## src/hw/rtl/wrcs_pkg.sv

```systemverilog
// Package for the weighted rank candidate selector.
// Holds the sequencer state type, the cell control bundle, register indexes and reset weights.
// No dependencies.
package wrcs_pkg;

    localparam int NUM_METRICS = 4;
    localparam int COST_W      = 16;
    localparam int WEIGHT_W    = 8;
    localparam int CFG_IDX_W   = 2;
    localparam int INDEX_W     = 4;
    localparam int SCORE_W     = 14;

    // configuration register indexes
    localparam logic [CFG_IDX_W-1:0] REG_WEIGHT_CRUISE   = 2'd0;
    localparam logic [CFG_IDX_W-1:0] REG_WEIGHT_OBSTACLE = 2'd1;
    localparam logic [CFG_IDX_W-1:0] REG_WEIGHT_LANE     = 2'd2;
    localparam logic [CFG_IDX_W-1:0] REG_WEIGHT_SPEED    = 2'd3;

    localparam logic [WEIGHT_W-1:0] RST_WEIGHT_CRUISE   = 8'd0;
    localparam logic [WEIGHT_W-1:0] RST_WEIGHT_OBSTACLE = 8'd60;
    localparam logic [WEIGHT_W-1:0] RST_WEIGHT_LANE     = 8'd19;
    localparam logic [WEIGHT_W-1:0] RST_WEIGHT_SPEED    = 8'd21;

    typedef enum logic [2:0] {
        ST_IDLE,
        ST_PREP,
        ST_RANK,
        ST_SUM,
        ST_SCAN,
        ST_DONE
    } t_state;

    // control bundle broadcast from the sequencer to every cell
    typedef struct packed {
        logic       load;   // capture the incoming word into the cell at the load pointer
        logic       prep;   // seed travelling copies, ranks and accumulators
        logic       rank;   // compare against the travelling copy, then rotate the ring
        logic       acc;    // accumulate weight * rank for metric sel
        logic       scan;   // pass the running best one cell along the chain
        logic [1:0] sel;    // metric under accumulation
    } t_cell_ctl;

endpackage

```

## src/hw/rtl/wrcs_cell.sv

```systemverilog
// One candidate cell: stored costs, per-metric rank counters, weighted sum and best-so-far stage.
// Uses wrcs_pkg. Neighbours are joined into a ring for ranking and a chain for the minimum scan.
module wrcs_cell #(
    parameter int MAX_CANDIDATES = 16,
    parameter int METRIC_WIDTH   = 16,
    parameter int CELL_INDEX     = 0
) (
    input  logic                                                i_clk,
    input  wrcs_pkg::t_cell_ctl                                 i_ctl,
    input  logic [$clog2(MAX_CANDIDATES+1)-1:0]                 i_count,
    input  logic [wrcs_pkg::NUM_METRICS-1:0][METRIC_WIDTH-1:0]  i_metrics,
    input  logic [wrcs_pkg::WEIGHT_W-1:0]                       i_weight,
    input  logic [wrcs_pkg::NUM_METRICS-1:0][METRIC_WIDTH-1:0]  i_trav_metrics,
    input  logic [$clog2(MAX_CANDIDATES)-1:0]                   i_trav_idx,
    input  logic                                                i_trav_valid,
    output logic [wrcs_pkg::NUM_METRICS-1:0][METRIC_WIDTH-1:0]  o_trav_metrics,
    output logic [$clog2(MAX_CANDIDATES)-1:0]                   o_trav_idx,
    output logic                                                o_trav_valid,
    input  logic                                                i_best_valid,
    input  logic [$clog2(MAX_CANDIDATES)-1:0]                   i_best_idx,
    input  logic [wrcs_pkg::WEIGHT_W+$clog2(MAX_CANDIDATES+1)+1:0] i_best_sum,
    output logic                                                o_best_valid,
    output logic [$clog2(MAX_CANDIDATES)-1:0]                   o_best_idx,
    output logic [wrcs_pkg::WEIGHT_W+$clog2(MAX_CANDIDATES+1)+1:0] o_best_sum
);

    localparam int NM     = wrcs_pkg::NUM_METRICS;
    localparam int CNT_W  = $clog2(MAX_CANDIDATES + 1);
    localparam int IDX_W  = $clog2(MAX_CANDIDATES);
    localparam int RANK_W = CNT_W;
    localparam int PROD_W = wrcs_pkg::WEIGHT_W + RANK_W;
    localparam int SUM_W  = PROD_W + 2;
    localparam logic [IDX_W-1:0] MY_IDX = IDX_W'(CELL_INDEX);
    localparam logic [CNT_W-1:0] MY_CNT = CNT_W'(CELL_INDEX);

    logic [NM-1:0][METRIC_WIDTH-1:0] r_metrics;
    logic [NM-1:0][METRIC_WIDTH-1:0] r_trav_metrics;
    logic [IDX_W-1:0]                r_trav_idx;
    logic                            r_trav_valid;
    logic [NM-1:0][RANK_W-1:0]       r_rank;
    logic [SUM_W-1:0]                r_sum;
    logic                            r_best_valid;
    logic [IDX_W-1:0]                r_best_idx;
    logic [SUM_W-1:0]                r_best_sum;

    logic [NM-1:0]   beats;
    logic            own_valid;
    logic [PROD_W-1:0] prod;
    logic            take_own;

    assign own_valid = (MY_CNT < i_count);

    always_comb begin
        for (int m = 0; m < NM; m++) begin
            beats[m] = r_trav_valid &&
                       ((r_trav_metrics[m] < r_metrics[m]) ||
                        ((r_trav_metrics[m] == r_metrics[m]) && (r_trav_idx < MY_IDX)));
        end
    end

    assign prod     = PROD_W'(i_weight) * PROD_W'(r_rank[i_ctl.sel]);
    // strict compare keeps the lower index on a tie
    assign take_own = own_valid && (!i_best_valid || (r_sum < i_best_sum));

    always_ff @(posedge i_clk) begin
        if (i_ctl.load && (i_count == MY_CNT)) begin
            r_metrics <= i_metrics;
        end
        if (i_ctl.prep) begin
            r_trav_metrics <= r_metrics;
            r_trav_idx     <= MY_IDX;
            r_trav_valid   <= own_valid;
            r_sum          <= '0;
            for (int m = 0; m < NM; m++) begin
                r_rank[m] <= RANK_W'(1);
            end
        end else if (i_ctl.rank) begin
            r_trav_metrics <= i_trav_metrics;
            r_trav_idx     <= i_trav_idx;
            r_trav_valid   <= i_trav_valid;
            for (int m = 0; m < NM; m++) begin
                if (beats[m]) begin
                    r_rank[m] <= r_rank[m] + RANK_W'(1);
                end
            end
        end
        if (i_ctl.acc) begin
            r_sum <= r_sum + SUM_W'(prod);
        end
        if (i_ctl.scan) begin
            r_best_valid <= i_best_valid || own_valid;
            r_best_idx   <= take_own ? MY_IDX : i_best_idx;
            r_best_sum   <= take_own ? r_sum  : i_best_sum;
        end
    end

    assign o_trav_metrics = r_trav_metrics;
    assign o_trav_idx     = r_trav_idx;
    assign o_trav_valid   = r_trav_valid;
    assign o_best_valid   = r_best_valid;
    assign o_best_idx     = r_best_idx;
    assign o_best_sum     = r_best_sum;

endmodule

```

## config.mk

```make
export PLATFORM = sky130hd
export DESIGN_NAME = wrcs_cell
export DESIGN_NICKNAME = d
export VERILOG_FILES = /design/src/hw/rtl/wrcs_pkg.sv /design/src/hw/rtl/wrcs_cell.sv
export SDC_FILE = /design/constraint.sdc
export NUM_CORES = 1
export LEC_CHECK = 0
export ABC_AREA = 0
export BUFFER_PORTS_ARGS = -buffer_cell sky130_fd_sc_hd__clkbuf_2
export CAP_MARGIN = 25
export CORE_UTILIZATION = 32
export DETAILED_ROUTE_END_ITERATION = 6
export HOLD_SLACK_MARGIN = 0.02
export SETUP_SLACK_MARGIN = 0.1
export SKIP_LAST_GASP = 1
export SYNTH_ARGS = -nofsm -noshare
export SYNTH_HDL_FRONTEND = slang
export SYNTH_SLANG_ARGS = --single-unit
```

## constraint.sdc

```tcl
create_clock -name i_clk -period 9.91 [get_ports i_clk]
set_input_delay 1.982 -clock i_clk [delete_from_list [all_inputs] [get_ports i_clk]]
set_output_delay 1.982 -clock i_clk [all_outputs]
set_load 0.01 [all_outputs]
```

# Word level (Yosys, flattened, before mapping)
# Index checks and enable logic that the tools add are counted.
classes:
  add_sub_neg: 5
  n_mul: 1
  div_mod_pow: 0
  n_lt_le_gt_ge: 8
  n_eq_ne: 4
  shift: 0
  n_mux: 9
  bitwise: 0
  reduce_logical: 24
ops:
  columns: ["op", "count"]
  rows:
  - ["$mux 64", 2]
  - ["$eq 16x16->1", 4]
  - ["$lt 16x16->1", 4]
  - ["$mux 15", 3]
  - ["$add 5x1->5 const B", 4]
  - ["$add 15x13->15", 1]
  - ["$lt 15x15->1", 1]
  - ["$mul 8x5->13", 1]
  - ["$bmux 5 s2", 1]
  - ["$logic_and 1x1->1", 10]
  - ["$reduce_and 2->1", 4]
  - ["$logic_or 1x1->1", 6]
  - ["$logic_not 5->1", 1]
  - ["$lt 1x5->1 const A", 1]
  - ["$mux 5", 1]
  - ["$lt 4x1->1 const B", 1]
  - ["$reduce_bool 2->1", 2]
  - ["$lt 2x3->1 const B", 1]
  - ["$mux 1", 2]
  - ["$logic_not 1->1", 1]
totals:
  ff_bits: 188
  latch_bits: 0
  ramBits: 0
  rom_bits: 0
  input_bits: 174
  out_inout_bits: 89
  elab_cells: 69
  memories: 0

# Longest topological paths before layout
depth:
  depth_word: 5
  depth_mapped: 16
  ltp_nobuf: 15

# Worst setup path after synthesis
# OpenSTA, ideal clock, no wires.
synth_path:
  path_type: "input port to flip-flop"
  from: "input i_ctl[0] in the netlist's numbering"
  to: "register r_sum[13], data pin"
  setup_ns: 0.255
  arrival_time_ns: 6.134
  t_required_ns: 9.655
  setup_slack_ns: 3.522
  path_stages: 15
  path_buffers: 1
  path_cell_list: "clkbuf_1 -> mux4_2 -> and2_1 -> fa_1 -> fa_1 -> inv_1 -> fa_1 -> inv_1 -> ha_1 -> or3_1 -> o221ai_1 -> nor3_1 -> a211o_1 -> xor2_1 -> and2_1"
synth_via:
  elab_chain_len: 5
synth_lines:
  columns: ["element", "line", "rtl"]
  rows:
  - ["start, declared", "wrcs_cell.sv:9", "input wrcs_pkg::t_cell_ctl i_ctl,"]
  - ["$bmux 5 s2", "wrcs_cell.sv:61", "assign prod = PROD_W'(i_weight) * PROD_W'(r_rank[i_ctl.sel]);"]
  - ["$mux 5 (implied by the code)", "wrcs_cell.sv:61", null]
  - ["$mul 8x5->13", "wrcs_cell.sv:61", null]
  - ["$add 15x13->15", "wrcs_cell.sv:88", "r_sum <= r_sum + SUM_W'(prod);"]
  - ["$mux 15", "wrcs_cell.sv:87", "if (i_ctl.acc) begin"]
  - ["end signal, assigned", "wrcs_cell.sv:88", null]
  - ["end, declared", "wrcs_cell.sv:41", "logic [SUM_W-1:0] r_sum;"]
# No other way between the ends. The select of a mux whose other input is x is not followed.
# A chain may end at the register's enable or synchronous reset.

# Worst setup path in the final report
# Ends and elaborated chain as after synthesis.

==> results.py <==
metrics = {
    "worst_setup_path": {
        "critical_path.endpoint": "r_sum[13]",
        "rrSetupSlack_ps": 5370,
        "required_ps": 10120,
        "startpoint_type": "primary input",
        "worst-path-max-fanout": 8,
        "critical_path.max_stage_delay_ps": 610,
        "criticalPathCategory": "in -> reg",
        "cp-end-kind": "register",
        "crit_start": "i_ctl[0]",
        "r2r-end": "r_sum[13]",
        "reg2reg_from": "r_rank[14]",
        "crit_buf_inv": 3,
        "cp_data_arrival_time_ps": 6190,
        "r2r_cells": 14,
        "crit_path_cell_trace": "clkbuf_2, mux4_2, and2_1, fa_1, fa_1, inv_1, fa_1, inv_1, ha_1, or3_1, o221ai_1, nor3_1, a211o_1, xor2_1, and2_1",
        "path_depth": 15,
        "cp_slowest_cell": "mux4_2",
        "crit_top_cell": "fa_1",
        "crit_family": "adder cells",
    },
    "sta": {
        "setup_violations": 0,
        "slew_violations": 0,
        "worst_pin_slew_ps": 914.1,
        "relSlewSlack_pct": 39.06,
        "fin_setup_tns_ps": 0,
        "finalHoldViolCount": 0,
        "fmax_ghz": 0.1670,
        "fin_crit_sh_pct": 60.43,
        "clock_skew_ps": 12.50,
        "min_period_ps": 5989,
        "rsz0062_at_grt": "no",
    },
    "placed_design": {
        "port-buffer-count": 262,
        "hpwl_um": 17920,
        "place_congestion": 0.8356,
    },
    "synthesis": {
        "ys_seq_elements": 188,
        "synth_edf_count": 164,
        "synthFlopType": "edfxtp_1",
        "syn_area_um2": 10680,
        "ys_warn_count": 0,
        "synth-async-reset-ratio_pct": 0,
        "synth_area_per_cell_um2": 12.55,
        "ys_seq_area_share_pct": 50.63,
        "synth_nets": 1155,
        "synth_cells": 851,
        "yosysUniqueCellTypes": 53,
    },
    "die": {
        "ios": 263,
        "core_area_um2": 32700,
        "rows": 66,
        "die_h_um": 184.7,
        "start_util_pct": 32.65,
        "die_x_um": 184.7,
        "dieArea_um2": 34100,
    },
    "clocking": {
        "post_cts_resized": 0,
        "cts_buffer_depth": 2,
        "post_cts_buffers": 0,
        "cts_inserted_buffers": 17,
        "path_clk_slew_ps": 80,
        "htree_levels": 4,
        "clk_latency_ps": 450,
        "cts_tree": "done",
        "holdBufCountCts": 0,
        "clkSinkCount": 188,
        "root_buffer": "clkbuf_16",
    },
    "global_route": {
        "top_usage_layer": "met2",
        "met2_usage_pct": 23.32,
        "grt_max_degree": 66,
        "grt_pass1_vias": 7407,
        "grt_use_total_pct": 14.19,
        "overflow": 0,
        "grt_first_pass_wirelength_um": 37030,
        "use_met1_pct": 16.68,
        "use_met3_pct": 5.849,
        "antenna_found_initial": 2,
    },
    "detailed_routing": {
        "drt-initial-drc-count": 270,
        "route.detailed.drc": 0,
        "ant_nets": 0,
        "drt_first_pass_iters": 4,
        "wirelength_um": 23230,
        "routed_via_density": 4.508,
        "wl_per_cell_um": 14.74,
        "via_count": 7104,
    },
    "min_path": {
        "hp-start": "r_rank[19]",
        "hp-class": "reg -> reg",
    },
    "run_status": {
        "outcome": "finished clean",
    },
    "finish": {
        "drive_gt1_share_pct": 34.33,
        "final_util_pct": 40.21,
        "nets": 1424,
        "area_growth_pct": 23.17,
    },
    "power_and_ir_drop": {
        "leakage_nw": 5.906,
        "powerDensity_nw_per_um2": 168.8,
        "vdd_drop_max_v": 0.0001162,
    },
    "job": {
        "cap_viol_max_count": 0,
    },
}
## layer usage
metal	wire length, µm	part of all wire [%]	vias up
li1	-	-	3581
met3	2022	8.7	18
met5	13	0.056	-
met4	333	1.4	2
met1	9930	43	3307
met2	10930	47	196
## layout by cell type (no fill, tap or decap), drive strengths merged, types with 5 or more instances in the layout
cell type  netlist  final
mux2i           15     15
or3              7      7
o21ai           36     36
nand2           26     26
o31ai            9      9
dfxtp           24     24
or4              5      5
a21oi           35     35
nor2b            6      6
inv            125    136
nor3             7      7
mux2            78     78
and2            47     47
nor2            35     35
buf              3      5
clkbuf          13    278
ha             101    101
nand2b          11     11
fa              29     29
a211oi          11     11
nand3            6      6
mux4             5      5
xor2             6      6
edfxtp         164    164
## worst min path at each step
| stage | endpoint | cells after the start |
|---|---|---|
| 4_1_cts | r_rank[19] | 2 |
| 5_1_grt | r_rank[19] | 2 |
| 3_5_place_dp | r_rank[19] | 2 |
| 6_report | r_rank[19] | 2 |
| 3_3_place_gp | r_rank[19] | 2 |
| 2_1_floorplan | r_rank[19] | 2 |
## power by group
| group | switching (W) | leakage (nW) | internal, W |
|---|---|---|---|
| logic | 0.000278 | 3.80 | 0.000240 |
| registers | 0.0000445 | 1.80 | 0.000940 |
| clock network | 0.000368 | 0.301 | 0.000350 |
## metrics by stage
stage / power [W] / std cells / area (µm²) / hold slack [ps] / setup slack [ps]
after floorplan: 0.001358 / 851 / 10680 / 448.7 / 3522
after global placement: 0.001515 / 1542 / 12500 / 465.5 / 3478
after detailed placement: 0.001525 / 1542 / 12500 / 473.7 / 3451
after CTS: 0.002252 / 1574 / 13120 / 484.7 / 3934
after global routing: 0.002362 / 1576 / 13150 / 524.9 / 3793
final: 0.002220 / 1576 / 13150 / 488.4 / 3921
## Yosys cell counts, drive strengths merged (4+ instances only)
| cell | count | area share, % |
|---|---|---|
| o31ai | 9 | 0.81 |
| nor2b | 6 | 0.35 |
| nand2 | 26 | 0.91 |
| or4 | 5 | 0.35 |
| mux2i | 15 | 1.4 |
| o21ai | 36 | 1.7 |
| clkbuf | 13 | 0.46 |
| a21oi | 35 | 1.7 |
| a21o | 4 | 0.28 |
| ha | 101 | 12 |
| a211oi | 11 | 0.82 |
| nor3 | 7 | 0.33 |
| dfxtp | 24 | 4.5 |
| mux4 | 5 | 1.1 |
| nor3b | 4 | 0.28 |
| nand2b | 11 | 0.64 |
| nor2 | 35 | 1.2 |
| and2 | 47 | 2.8 |
| xor2 | 6 | 0.49 |
| mux2 | 78 | 8.2 |
| edfxtp | 164 | 46 |
| inv | 125 | 4.4 |
| fa | 29 | 5.4 |
| o211ai | 4 | 0.28 |
| or3 | 7 | 0.41 |
| xnor2 | 4 | 0.33 |
| nand3 | 6 | 0.28 |
| o21a | 4 | 0.28 |
## sequential cells by signal (all words and copies together) (netlist names)
signal	count
r_metrics	64
o_trav_metrics	64
r_rank	20
o_best_valid	1
o_best_idx	4
r_sum	15
o_trav_valid	1
o_best_sum	15
o_trav_idx	4
## worst register-to-register path, stage by stage, from the launching register on
cell and delay [ps]:
dfxtp_1 330, mux4_2 550, and2_1 210, fa_1 510
fa_1 540, inv_1 50, fa_1 520, inv_1 40
ha_1 230, or3_1 420, o221ai_1 240, nor3_1 80
a211o_1 280, xor2_1 140, and2_1 140
## area by class of cell
type | count | area, µm²
Fill cell | 3242 | 19550
Sequential cell | 188 | 5405
Multi-Input combinational cell | 522 | 4737
Timing Repair Buffer | 266 | 1364
Tap cell | 442 | 553.0
Inverter | 125 | 469.2
Clock buffer | 17 | 425.4
Clock inverter | 15 | 193.9
Antenna cell | 1 | 2.502
## logic make-up after synthesis
logic type,after synthesis,share of synthesized area (%)
buffers and inverters,141,5.039
AND/OR/NAND/NOR,168,8.508
AO/OA/AOI/OAI,116,7.043
multiplexers,98,10.69
adder cells (fa/ha/maj),130,17.27
flip-flops,188,50.63
XOR/XNOR,10,0.8203
No activity file was read; power rests on OpenSTA's default activity.
