===== config.mk =====
export PLATFORM = sky130hd
export DESIGN_NAME = wrcs_ctrl
export DESIGN_NICKNAME = d
export VERILOG_FILES = /design/src/hw/rtl/wrcs_pkg.sv /design/src/hw/rtl/wrcs_ctrl.sv
export SDC_FILE = /design/constraint.sdc
export NUM_CORES = 1
export LEC_CHECK = 0
export BUFFER_PORTS_ARGS = -buffer_cell sky130_fd_sc_hd__buf_2
export CAP_MARGIN = 20
export CORE_MARGIN = 5
export CORE_UTILIZATION = 53
export CTS_CLUSTER_SIZE = 10
export DETAILED_ROUTE_END_ITERATION = 12
export GPL_TIMING_DRIVEN = 1
export PLACE_DENSITY = 0.8
export SYNTH_ARGS = -nofsm -noshare
export SYNTH_HDL_FRONTEND = slang
export SYNTH_SLANG_ARGS = --single-unit

===== constraint.sdc =====
create_clock -name i_clk -period 2.17 [get_ports i_clk]
set_input_delay 0.434 -clock i_clk [delete_from_list [all_inputs] [get_ports i_clk]]
set_output_delay 0.434 -clock i_clk [all_outputs]
set_load 0.005 [all_outputs]

===== src/hw/rtl/wrcs_pkg.sv =====
// Package for the weighted rank candidate selector.
// Holds the sequencer state type, the cell control bundle, register indexes and reset weights.
// No dependencies.
package wrcs_pkg;

    localparam int NUM_METRICS = 4;
    localparam int COST_W      = 16;
    localparam int WEIGHT_W    = 8;
    localparam int CFG_IDX_W   = 2;
    localparam int INDEX_W     = 4;
    localparam int SCORE_W     = 14;

    // configuration register indexes
    localparam logic [CFG_IDX_W-1:0] REG_WEIGHT_CRUISE   = 2'd0;
    localparam logic [CFG_IDX_W-1:0] REG_WEIGHT_OBSTACLE = 2'd1;
    localparam logic [CFG_IDX_W-1:0] REG_WEIGHT_LANE     = 2'd2;
    localparam logic [CFG_IDX_W-1:0] REG_WEIGHT_SPEED    = 2'd3;

    localparam logic [WEIGHT_W-1:0] RST_WEIGHT_CRUISE   = 8'd0;
    localparam logic [WEIGHT_W-1:0] RST_WEIGHT_OBSTACLE = 8'd60;
    localparam logic [WEIGHT_W-1:0] RST_WEIGHT_LANE     = 8'd19;
    localparam logic [WEIGHT_W-1:0] RST_WEIGHT_SPEED    = 8'd21;

    typedef enum logic [2:0] {
        ST_IDLE,
        ST_PREP,
        ST_RANK,
        ST_SUM,
        ST_SCAN,
        ST_DONE
    } t_state;

    // control bundle broadcast from the sequencer to every cell
    typedef struct packed {
        logic       load;   // capture the incoming word into the cell at the load pointer
        logic       prep;   // seed travelling copies, ranks and accumulators
        logic       rank;   // compare against the travelling copy, then rotate the ring
        logic       acc;    // accumulate weight * rank for metric sel
        logic       scan;   // pass the running best one cell along the chain
        logic [1:0] sel;    // metric under accumulation
    } t_cell_ctl;

endpackage


===== src/hw/rtl/wrcs_ctrl.sv =====
// Sequencer: load pointer, phase state machine and step counter for the cell row.
// Uses wrcs_pkg.
module wrcs_ctrl #(
    parameter int MAX_CANDIDATES = 16
) (
    input  logic                                i_clk,
    input  logic                                i_rst_n,
    input  logic                                i_start,
    input  logic                                i_last,
    output logic                                o_busy,
    output logic                                o_done,
    output wrcs_pkg::t_cell_ctl                 o_ctl,
    output logic [$clog2(MAX_CANDIDATES+1)-1:0] o_count
);

    localparam int CNT_W  = $clog2(MAX_CANDIDATES + 1);
    localparam int STEP_W = ($clog2(MAX_CANDIDATES) > 2) ? $clog2(MAX_CANDIDATES) : 2;
    localparam logic [STEP_W-1:0] STEP_LAST = STEP_W'(MAX_CANDIDATES - 1);
    localparam logic [STEP_W-1:0] SUM_LAST  = STEP_W'(wrcs_pkg::NUM_METRICS - 1);
    localparam logic [CNT_W-1:0]  CNT_FULL  = CNT_W'(MAX_CANDIDATES);

    wrcs_pkg::t_state r_state, n_state;
    logic [STEP_W-1:0] r_step, n_step;
    logic [CNT_W-1:0]  r_count, n_count;
    logic              accept;
    logic              load;

    assign accept = i_start && (r_state == wrcs_pkg::ST_IDLE);
    assign load   = accept && (r_count != CNT_FULL);

    always_comb begin
        n_state = r_state;
        unique case (r_state)
            wrcs_pkg::ST_IDLE: begin
                if (accept && i_last) n_state = wrcs_pkg::ST_PREP;
            end
            wrcs_pkg::ST_PREP: n_state = wrcs_pkg::ST_RANK;
            wrcs_pkg::ST_RANK: begin
                if (r_step == STEP_LAST) n_state = wrcs_pkg::ST_SUM;
            end
            wrcs_pkg::ST_SUM: begin
                if (r_step == SUM_LAST) n_state = wrcs_pkg::ST_SCAN;
            end
            wrcs_pkg::ST_SCAN: begin
                if (r_step == STEP_LAST) n_state = wrcs_pkg::ST_DONE;
            end
            wrcs_pkg::ST_DONE: n_state = wrcs_pkg::ST_IDLE;
            default:           n_state = wrcs_pkg::ST_IDLE;
        endcase
    end

    always_comb begin
        n_step  = (n_state != r_state) ? '0 : r_step + STEP_W'(1);
        n_count = r_count;
        if (r_state == wrcs_pkg::ST_DONE) begin
            n_count = '0;
        end else if (load) begin
            n_count = r_count + CNT_W'(1);
        end
    end

    always_comb begin
        o_ctl      = '0;
        o_ctl.load = load;
        o_ctl.sel  = r_step[1:0];
        o_busy     = 1'b1;
        o_done     = 1'b0;
        unique case (r_state)
            wrcs_pkg::ST_IDLE: o_busy     = 1'b0;
            wrcs_pkg::ST_PREP: o_ctl.prep = 1'b1;
            wrcs_pkg::ST_RANK: o_ctl.rank = 1'b1;
            wrcs_pkg::ST_SUM:  o_ctl.acc  = 1'b1;
            wrcs_pkg::ST_SCAN: o_ctl.scan = 1'b1;
            wrcs_pkg::ST_DONE: o_done     = 1'b1;
            default:           o_busy     = 1'b1;
        endcase
    end

    always_ff @(posedge i_clk) begin
        if (!i_rst_n) begin
            r_state <= wrcs_pkg::ST_IDLE;
            r_step  <= '0;
            r_count <= '0;
        end else begin
            r_state <= n_state;
            r_step  <= n_step;
            r_count <= n_count;
        end
    end

    assign o_count = r_count;

endmodule


After elaboration in Yosys (flattened, before gate mapping)
Cells that the tools add are included.
Cells by class
  multiplexer cells: 11
  reductions and logical operators: 6
  bitwise operators: 1
  add/sub/neg operators: 2
  equality and inequality tests: 9
Operator list (number)
  $pmux 3 s5: 1
  $mux 3: 4
  $eq 3x2->1 const B: 2
  $eq 3x3->1 const B: 2
  $mux 1: 6
  $add 5x1->5 const B: 1
  $ne 5x5->1 const B: 1
  $add 4x1->4 const B: 1
  $eq 4x2->1 const B: 1
  $eq 4x4->1 const B: 1
  $reduce_or 2->1: 2
  $eq 3x1->1 const B: 1
  $logic_and 1x1->1: 3
  $logic_not 3->1: 1
  $ne 3x3->1: 1
  $not 1->1: 1
Word-level totals
  register bits after elaboration: 12
  word-level logic and storage cells: 32
  bits of input ports: 4
  output and inout port bits: 14

Longest topological paths before layout
Gate-level depths: netlist of run 1.
  depth after elaboration: 7
  mapped depth: 6
  gate-level depth less buffers: 6

Worst setup path after synthesis of run 1
Ideal clock, no wire load.
  kind: input to output
  from: in i_start
  to: out o_ctl[6] (netlist bit)
  required time: 1.736 ns
  stages: 3
  arrival: 1.051 ns
  path buffers: 1
  path slack: 0.685 ns
  cells stage by stage: nor4b_4 -> and2_1 -> buf_4
Between the ends
  cells in the longest elaborated chain, start to end: 2
Ends and longest elaborated chain
  from (decl): line wrcs_ctrl.sv:8  | input logic i_start,
  $logic_and 1x1->1: line wrcs_ctrl.sv:28  | assign accept = i_start && (r_state == wrcs_pkg::ST_IDLE);
  $logic_and 1x1->1: line wrcs_ctrl.sv:29  | assign load = accept && (r_count != CNT_FULL);
  to (decl): line wrcs_ctrl.sv:12  | output wrcs_pkg::t_cell_ctl o_ctl,
Every way passes these cells.

==> metrics, run 1 <==
arithmetic-cell share of the synthesized area counting full adders, half adders and majority gates 5.46%; crit path capture type output pin; pwr dens 634 mW/mm^2; largest family of logic cells by synthesized area simple AND/OR/NAND/NOR gates; max_slew headroom 69.9%; shortest clock period the worst path allows after layout 2.00 ns; number of top-level design ports 18; critical path buffer and inverter count 1; aggregate global routing overflow 0; Top Family by Delay on Critical Path simple AND/OR/NAND/NOR gates; CP Data Required Time 1.74 ns; Slowest Stage Delay on Critical Path 0.47 ns; net count after synthesis 84; share of cell area taken by muxes after synthesis 0%; cell-by-cell listing of the critical path nor4b_4 -> and2_1 -> buf_2; Initial Utilization 54.1%; clock buffer count from CTS 3; number of antenna violations at the first check in global routing 0; Syn Std Cell Area 687 sq um; number of instances in the synthesized netlist 77; number of synthesized register bits 12; PnR worst setup slack 0.174 ns; critical path fanouts, max 12; Total Nets Final 100; minimum setup slack after placement 0.482 ns; core outline area 0.00127 sq mm; Pre-Repair DR Iteration Count 4; Setup TNS Final 0 ns; IR drop worst, VDD 0.000322 V; final number of max-transition violations 0; vertical die dimension 46 microns; Period Utilization, post-route 92.0%; final routed wire length divided by cell count 13.0 microns; type of origin of the critical path flip-flop; Row Count 13; run status finished, final reports clean; distinct cell type count of the synthesized netlist 31; Leakage Power 0.369 nW; Tightest Pin Transition 0.451 ns; most frequent cells in the layout 17 x buf_2, 12 x dfxtp_1, 10 x nor2_1; All-Layer GR Usage 15.5%; Final Routed Wirelength 1390 microns; number of enable-type register cells in the synthesized netlist 0; area enclosed by the die boundary 0.00212 sq mm; max-cap viol count 0; Crit-path slowest cell nor4b_4; clock tree from TritonCTS built; buffers inserted during post-CTS setup optimization 0; parity-gate share of the synthesized area counting xor and xnor cells 8.93%; number of remaining DRC errors 0; placed wire-length estimate 1050 microns; insertion delay to the later sink of the worst-skew pair 0.28 ns; worst endpoint data arrival time 1.56 ns; count of instances resized after the clock tree is built 0; clock-pin slew reported for the worst setup and hold paths after clock tree synthesis 0.08 ns; placer congestion estimate 0.826; Vias per Instance 5.35; root buffer cell clkbuf_4; number of nets still failing antenna checks after routing 0; worst setup path class flip-flop to output pin; clk sink count 12; proportion of synthesized chip area in sequential cells 35.0%; area share of and/or/nand/nor cells after synthesis 31.7%; commonest register cell after synthesis dfxtp_1; Mapped Avg Cell Area 8.92 sq um; maximum clock frequency 501 MHz; clk_skew 0.00301 ns; CTS Hold Bufs 0; vias in the first global route 550; share of cells above drive strength 1 28.3%; largest net degree at the start of global routing 13; class of the worst hold path input port to flip-flop; unrepaired setup endpoints after global routing false; first-pass GRT wire length 2350 microns; number of buffer cells added on primary ports 17; Final Hold Vio Count 0; number of synthesis warnings 0; antenna fix cells 0; most frequent standard cell in the layout excluding fill and tap cells buf_2; chip width 46 microns; area delta synth->final 14.2%; maximum count of clock buffers along a single path 2; Async SR Flop Fraction 0%; Starting DRT DRC Count 8; H-tree Lvls 1; routed vias 572; area fraction in compound gates after synthesis 10.6%; setup violators final 0
==> worst reg2reg max path: cells and delay by family, from the launching register on <==
family / cells / cell delay [ns]
adder cells (fa/ha/maj): 1 / 0.29
flip-flops: 1 / 0.38
AND/OR/NAND/NOR: 3 / 0.55
AO/OA/AOI/OAI: 1 / 0.34
==> cell families (layout without fill, tap and decap cells) <==
logic type	after synthesis	after routing
adders and majority gates	3	3
and+or+nand+nor	35	35
buffers and inverters	10	25
xor gates and xnor gates	7	7
DFF	12	12
AOI/OAI and AO/OA	10	10
==> worst paths after layout <==
kind | slack [ns] | end | cells past startpoint | start
max | 0.17 | o_ctl[6] | 3 | r_state[1]$_SDFF_PN0_
min | 0.40 | r_state[0]$_SDFF_PN0_ | 3 | i_rst_n
max reg2reg | 0.50 | r_step[2]$_SDFF_PP0_ | 5 | r_step[0]$_SDFF_PP0_
min reg2reg | 0.47 | r_step[0]$_SDFF_PP0_ | 1 | r_step[0]$_SDFF_PP0_
==> area by class of cell <==
type	instances	area [sq um]
clock buffers	4	36.3
fillers	117	484
inverters	4	15.0
multi-input cells	55	389
flip-flops and latches	12	240
well taps	15	18.8
repair buffers	17	85.1
==> per-layer routing <==
layer / global-route usage [%] / wire [microns] / part of all wire, % / up-vias
li1: - / - / - / 290
met1: 16.6 / 555 / 40 / 263
met2: 26.1 / 738 / 53 / 15
met3: 5.53 / 71 / 5.1 / 4
met4: 8.52 / 22 / 1.6 / 0
met5: 0 / 0 / 0 / -
==> report_power, final <==
group | switching (mW) | internal, mW | total, mW
Sequential | 0.0163 | 0.231 | 0.247
Clock | 0.0817 | 0.102 | 0.184
Combinational | 0.0323 | 0.0337 | 0.0660
Total | 0.130 | 0.367 | 0.497
==> cells in the mapped netlist, types with 2 or more instances <==
cell type / count / area share [%]
dfxtp_1: 12 / 35
nor2_1: 10 / 5.5
xor2_1: 5 / 6.4
a21oi_1: 4 / 2.9
inv_1: 4 / 2.2
nand2_1: 4 / 2.2
buf_4: 3 / 3.3
ha_1: 3 / 5.5
nand2b_1: 3 / 2.7
nand4_1: 3 / 2.7
nor3b_1: 3 / 3.3
and3b_1: 2 / 2.6
nand3_1: 2 / 1.5
xnor2_1: 2 / 2.6
==> sequential cells by signal (all words and copies together) (netlist names) <==
register and count:
o_count 5, r_state 3, r_step 4
==> stage by stage <==
step,total power [mW],cell area (sq um),hold slack (ns),utilization (%),instances
6_report,0.497,785,0.402,61.8,107
5_1_grt,0.530,785,0.405,61.8,107
4_1_cts,0.506,785,0.391,61.8,107
3_5_place_dp,0.319,748,0.457,59.0,103
3_3_place_gp,0.315,748,0.446,59.0,103
2_1_floorplan,0.300,687,0.430,-,77
Note: power is estimated with default switching activity, not from simulation.
==> run 2, diff against run 1 <==
--- a/config.mk
+++ b/config.mk
@@ -13,6 +13,8 @@
 export DETAILED_ROUTE_END_ITERATION = 12
 export GPL_TIMING_DRIVEN = 1
 export PLACE_DENSITY = 0.8
+export SETUP_SLACK_MARGIN = 0.4
 export SYNTH_ARGS = -nofsm -noshare
 export SYNTH_HDL_FRONTEND = slang
 export SYNTH_SLANG_ARGS = --single-unit
+export TNS_END_PERCENT = 30
==> run 2 against run 1 <==
  * Final cell count grew 1.9%
  * Sequential power is essentially flat
  * Global-route usage grew 0.65 points
  * Non-clock buffer count grew 2
  * Clock-buffer cell count is the same
  * Combinational power grew 8.6%
  * Register-to-register slack gained 0.07 ns
  * Utilization grew 2.8 points
==> metrics, run 2 (synthesized netlist as in run 1, its figures left out) <==
run status finished, final reports clean; root buffer cell clkbuf_4; maximum count of clock buffers along a single path 2 (unchanged); unrepaired setup endpoints after global routing true; r2r setup slk 0.57 ns (+0.07 ns); routed vias 596 (+4.2%); Worst Reg-to-Reg Cells 5 (unchanged); clock buffer count from CTS 3 (unchanged); hold-critical path depth 3 (unchanged); max_slew headroom 76.0% (+6.0 points); Pre-Repair DR Iteration Count 4 (unchanged); largest net degree at the start of global routing 13 (unchanged); number of buffer cells added on primary ports 17 (unchanged); clk_skew 0.00302 ns (+0.0000127 ns); final routed wire length divided by cell count 13.6 microns (+5.0%); H-tree Lvls 1 (unchanged); Met2 Wirelength 741 microns (+0.41%); R2R Path End r_step[2]$_SDFF_PP0_; Initial Utilization 54.1% (unchanged); Final Routed Wirelength 1480 microns (+7.0%); Final Hold Vio Count 0 (unchanged); launch instance of the worst min-delay path i_rst_n; maximum clock frequency 582 MHz (+16%); type of origin of the critical path flip-flop; area delta synth->final 19.3%; Setup TNS Final 0 ns (unchanged); first-pass GRT wire length 2440 microns (+3.8%); worst-case hold path end point r_state[0]$_SDFF_PN0_; shortest clock period the worst path allows after layout 1.72 ns (-0.277 ns); Period Utilization, post-route 79.2% (-13 points); worst setup path class flip-flop to output pin; met3 wire len 78 microns (+9.9%); final number of max-transition violations 0 (unchanged); All-Layer GR Usage 16.2% (+0.65 points); top routing layer in use met4; core outline area 0.00127 sq mm (unchanged); PnR worst setup slack 0.451 ns (+0.277 ns); area enclosed by the die boundary 0.00212 sq mm (unchanged); flip-flop count of the largest register, all copies and words added 5 (unchanged); clk sink count 12 (unchanged); number of nets still failing antenna checks after routing 0 (unchanged); number of remaining DRC errors 0 (unchanged); placed wire-length estimate 1050 microns (unchanged); chip width 46 microns (unchanged); Tightest Pin Transition 0.360 ns (-0.0907 ns); most frequent cells in the layout 17 x buf_2, 10 x nor2_1, 7 x dfxtp_1; vias in the first global route 562 (+2.2%); Total Nets Final 102 (+2.0%); pwr dens 615 mW/mm^2 (-2.9%); worst endpoint data arrival time 1.29 ns (-0.27 ns); insertion delay to the later sink of the worst-skew pair 0.28 ns (about the same); reg2reg start r_step[0]$_SDFF_PP0_; most frequent standard cell in the layout excluding fill and tap cells buf_2; class of the worst hold path input port to flip-flop; aggregate global routing overflow 0 (unchanged); number of top-level design ports 18 (unchanged); number of antenna violations at the first check in global routing 0 (unchanged); Leakage Power 0.383 nW (+4.0%); Starting DRT DRC Count 7 (-1); number of filler instances in the final layout 104 (-11%); minimum setup slack after placement 0.482 ns (unchanged); antenna fix cells 0 (unchanged); max-cap viol count 0 (unchanged); WL met1 621 microns (+12%); critical path fanouts, max 5 (-7); CP Data Required Time 1.74 ns (about the same); placer congestion estimate 0.826 (unchanged); Vias per Instance 5.47 (+2.3%); vertical die dimension 46 microns (unchanged); crit path capture type output pin; clock-pin slew reported for the worst setup and hold paths after clock tree synthesis 0.08 ns (about the same); Row Count 13 (unchanged); IR drop worst, VDD 0.000318 V (-1.5%); share of cells above drive strength 1 38.3% (+10 points); clock tree from TritonCTS built; setup violators final 0 (unchanged)
run 2: layer usage:
layer,track usage [%],vias up
met2,25.8,18
met4,10.8,0
met1,17.6,276
li1,-,296
met5,0,-
met3,5.93,6
run 2: final cells by class:
class / count / area [sq um] / share of cell area (%)
Multi-Input combinational cell: 55 / 398 / 48.5
Sequential cell: 12 / 251 / 30.7
Timing Repair Buffer: 19 / 100 / 12.2
Clock buffer: 4 / 36.3 / 4.43
Tap cell: 15 / 18.8 / 2.29
Inverter: 4 / 15.0 / 1.83
run 2: metrics by stage:
step / std cells / util (%) / hold WS [ns] / instance area, sq um / total power, mW
after floorplan: 77 / - / 0.430 / 687 / 0.300
after global placement: 103 / 59.0 / 0.446 / 748 / 0.315
after detailed placement: 103 / 59.0 / 0.457 / 748 / 0.319
after CTS: 109 / 63.8 / 0.391 / 810 / 0.509
after global routing: 109 / 64.6 / 0.397 / 820 / 0.537
final: 109 / 64.6 / 0.396 / 820 / 0.504
run 2: critical path: stages, from the launching register on:
cell,delay [ns]
dfxtp_4,0.38
inv_1,0.05
ha_1,0.19
nand4bb_1,0.12
and2_4,0.17
buf_2,0.10
run 2: what timing repair did:
item / 4_1_cts / 5_1_grt
setup buffers: 2 / 0
gates cloned: 0 / 0
hold buffers: 0 / 0
gates resized for setup: 6 / 4
pin swaps: 1 / 1
endpoints found under the setup margin: 2 / 6
run 2: worst max-delay path by stage:
stage,from,endpoint,slack (ns),depth (start not counted)
2_1_floorplan,i_start,o_ctl[6],0.69,3
3_3_place_gp,r_state[1]$_SDFF_PN0_,o_ctl[6],0.52,3
3_5_place_dp,r_state[1]$_SDFF_PN0_,o_ctl[6],0.48,3
4_1_cts,r_state[0]$_SDFF_PN0_,o_ctl[6],0.40,3
5_1_grt,r_state[2]$_SDFF_PN0_,o_ctl[6],0.38,3
6_report,o_count[0]$_SDFFE_PP0P_,o_ctl[6],0.45,5
run 2: power breakdown:
group          internal (mW)  switching [mW]  total [mW]  leakage (nW)
sequential             0.231          0.0166       0.248         0.100
clock                  0.102          0.0828       0.185        0.0210
combinational         0.0375          0.0342      0.0717         0.262
total                  0.371           0.134       0.504         0.383
==> run 3, diff against run 2 <==
--- a/config.mk
+++ b/config.mk
@@ -8,11 +8,11 @@
 export BUFFER_PORTS_ARGS = -buffer_cell sky130_fd_sc_hd__buf_2
 export CAP_MARGIN = 20
 export CORE_MARGIN = 5
-export CORE_UTILIZATION = 53
+export CORE_UTILIZATION = 49
 export CTS_CLUSTER_SIZE = 10
 export DETAILED_ROUTE_END_ITERATION = 12
 export GPL_TIMING_DRIVEN = 1
-export PLACE_DENSITY = 0.8
+export PLACE_DENSITY = 0.75
 export SETUP_SLACK_MARGIN = 0.4
 export SYNTH_ARGS = -nofsm -noshare
 export SYNTH_HDL_FRONTEND = slang
==> constraint.sdc (replaced) <==
create_clock -name i_clk -period 1.8 [get_ports i_clk]
set_input_delay 0.36 -clock i_clk [delete_from_list [all_inputs] [get_ports i_clk]]
set_output_delay 0.36 -clock i_clk [all_outputs]
set_load 0.005 [all_outputs]
==> run 3 against run 2 <==
  * Worst setup slack lost 0.29 ns
  * Global-route usage hardly changed
  * Largest cell class unchanged
  * Clock power is 20% higher
  * Clock skew increased by 0.0014 ns
  * Largest power group unchanged
==> metrics, run 3 (synthesized netlist as in run 1, its figures left out) <==
critical path buffer and inverter count 2 (unchanged); Row Count 13 (unchanged); final instance count without filler cells 120 (+10%); IR drop worst, VDD 0.000467 V (+47%); Setup TNS Final 0 ns (unchanged); number of buffer cells added on primary ports 17 (unchanged); placed wire-length estimate 992 microns (-5.8%); Final Routed Wirelength 1630 microns (+10%); Period Utilization, post-route 91.0%; Top Family by Delay on Critical Path flip-flops; placer congestion estimate 0.815 (-1.3%); H-tree Lvls 1 (unchanged); first-pass GRT wire length 2540 microns (+4.3%); Total Nets Final 113 (+11%); pwr dens 682 mW/mm^2 (+11%); critical path fanouts, max 4 (-1); class of the worst hold path input port to flip-flop; area delta synth->final 35.7%; aggregate global routing overflow 0 (unchanged); worst endpoint data arrival time 1.28 ns (about the same); Crit-path slowest cell dfxtp_2; clk sink count 12 (unchanged); most frequent cells in the layout 16 x buf_2, 11 x buf_4, 10 x nor2_1; max-cap viol count 0 (unchanged); number of top-level design ports 18 (unchanged); final number of max-transition violations 0 (unchanged); Vias per Instance 5.38 (-1.5%); clk_skew 0.00442 ns (+0.00140 ns); CP Data Required Time 1.44 ns (-0.30 ns); clock-pin slew reported for the worst setup and hold paths after clock tree synthesis 0.09 ns (about the same); flip-flop count of the largest register, all copies and words added 5 (unchanged); run status finished, final reports clean; power consumption 636 uW (+26%); Initial Utilization 52.1% (-2.0 points); setup violators final 0 (unchanged); CTS Hold Bufs 0 (unchanged); insertion delay to the later sink of the worst-skew pair 0.27 ns (about the same); chip width 47.4 microns (+3.1%); most frequent standard cell in the layout excluding fill and tap cells buf_2; r2r setup slk 0.29 ns (-0.28 ns); type of origin of the critical path flip-flop; root buffer cell clkbuf_4; area enclosed by the die boundary 0.00225 sq mm (+6.4%); Leakage Power 0.445 nW (+16%); Pre-Repair DR Iteration Count 4 (unchanged); largest net degree at the start of global routing 13 (unchanged); vertical die dimension 47.4 microns (+3.1%); max_slew headroom 72.1% (-3.8 points); All-Layer GR Usage 16.2% (about the same); Cell Count Post-Placement 105 (+1.9%); clock buffer count from CTS 3 (unchanged); crit path capture type output pin; number of antenna violations at the first check in global routing 0 (unchanged); maximum count of clock buffers along a single path 2 (unchanged); clock tree from TritonCTS built; Slowest Stage Delay on Critical Path 0.35 ns (-0.03 ns); maximum clock frequency 611 MHz; number of remaining DRC errors 0 (unchanged); Starting DRT DRC Count 17 (+10); cell-by-cell listing of the critical path inv_2 -> ha_2 -> nand4bb_1 -> and2_4 -> buf_6; vias in the first global route 587 (+4.4%); shortest clock period the worst path allows after layout 1.64 ns; antenna fix cells 0 (unchanged); number of nets still failing antenna checks after routing 0 (unchanged); worst setup path class flip-flop to output pin; unrepaired setup endpoints after global routing true; final routed wire length divided by cell count 13.6 microns (about the same); Tightest Pin Transition 0.416 ns (+0.0557 ns); core outline area 0.00132 sq mm (+3.8%); routed vias 646 (+8.4%); final core utilization 70.8% (+6.2 points); share of cells above drive strength 1 47.6% (+9.3 points); Final Hold Vio Count 0 (unchanged)
## run 3: cell types whose count changed in the layout (fill, tap and decap cells not counted), sizes merged
| cell | change |
|---|---|
| buf | +11 |
## run 3: cell type report
cell class,count,area [sq um]
clock buffers,4,36.3
fillers,91,385
inverters,4,15.0
multi-input cells,55,414
flip-flops and latches,12,251
well taps,15,18.8
repair buffers,30,196
## run 3: timing repair
action                                  CTS  global route
resized for setup                        11             6
buffers inserted                          9             2
endpoints found under the setup margin   12            15
pin swaps                                 4             2
## run 3: worst paths after layout
check | from | to | cells past startpoint
min reg2reg | r_step[0]$_SDFF_PP0_ | r_step[0]$_SDFF_PP0_ | 1
min | i_rst_n | r_state[0]$_SDFF_PN0_ | 3
max | o_count[1]$_SDFFE_PP0P_ | o_ctl[6] | 5
max reg2reg | o_count[1]$_SDFFE_PP0P_ | o_count[1]$_SDFFE_PP0P_ | 8
## run 3: worst register-to-register path, cell delays in order (launching register included)
cell and delay (ns):
dfxtp_2 0.35, inv_2 0.06, ha_2 0.16, nand4bb_1 0.14, and2_4 0.20, buf_4 0.12
buf_4 0.13, a21oi_1 0.18, nor2_1 0.07
## run 3: per-stage QoR
stage	hold WS (ns)	instance area, sq um	worst slack (ns)
2_1_floorplan	0.430	687	0.402
3_3_place_gp	0.447	763	0.258
3_5_place_dp	0.459	763	0.236
4_1_cts	0.333	892	0.166
5_1_grt	0.355	932	0.124
6_report	0.356	932	0.162
## run 3: layer usage
metal / track usage, % / vias to the layer above / wire [microns]
li1: - / 319 / -
met3: 3.38 / 2 / 108
met4: 6.63 / 0 / 12
met1: 20.8 / 304 / 770
met5: 0 / - / 0
met2: 26.2 / 21 / 743
## run 3: power by group
part           switching, mW  total [mW]  internal, mW
clock network         0.0989       0.222         0.123
logic                 0.0567       0.123        0.0660
registers             0.0138       0.291         0.278
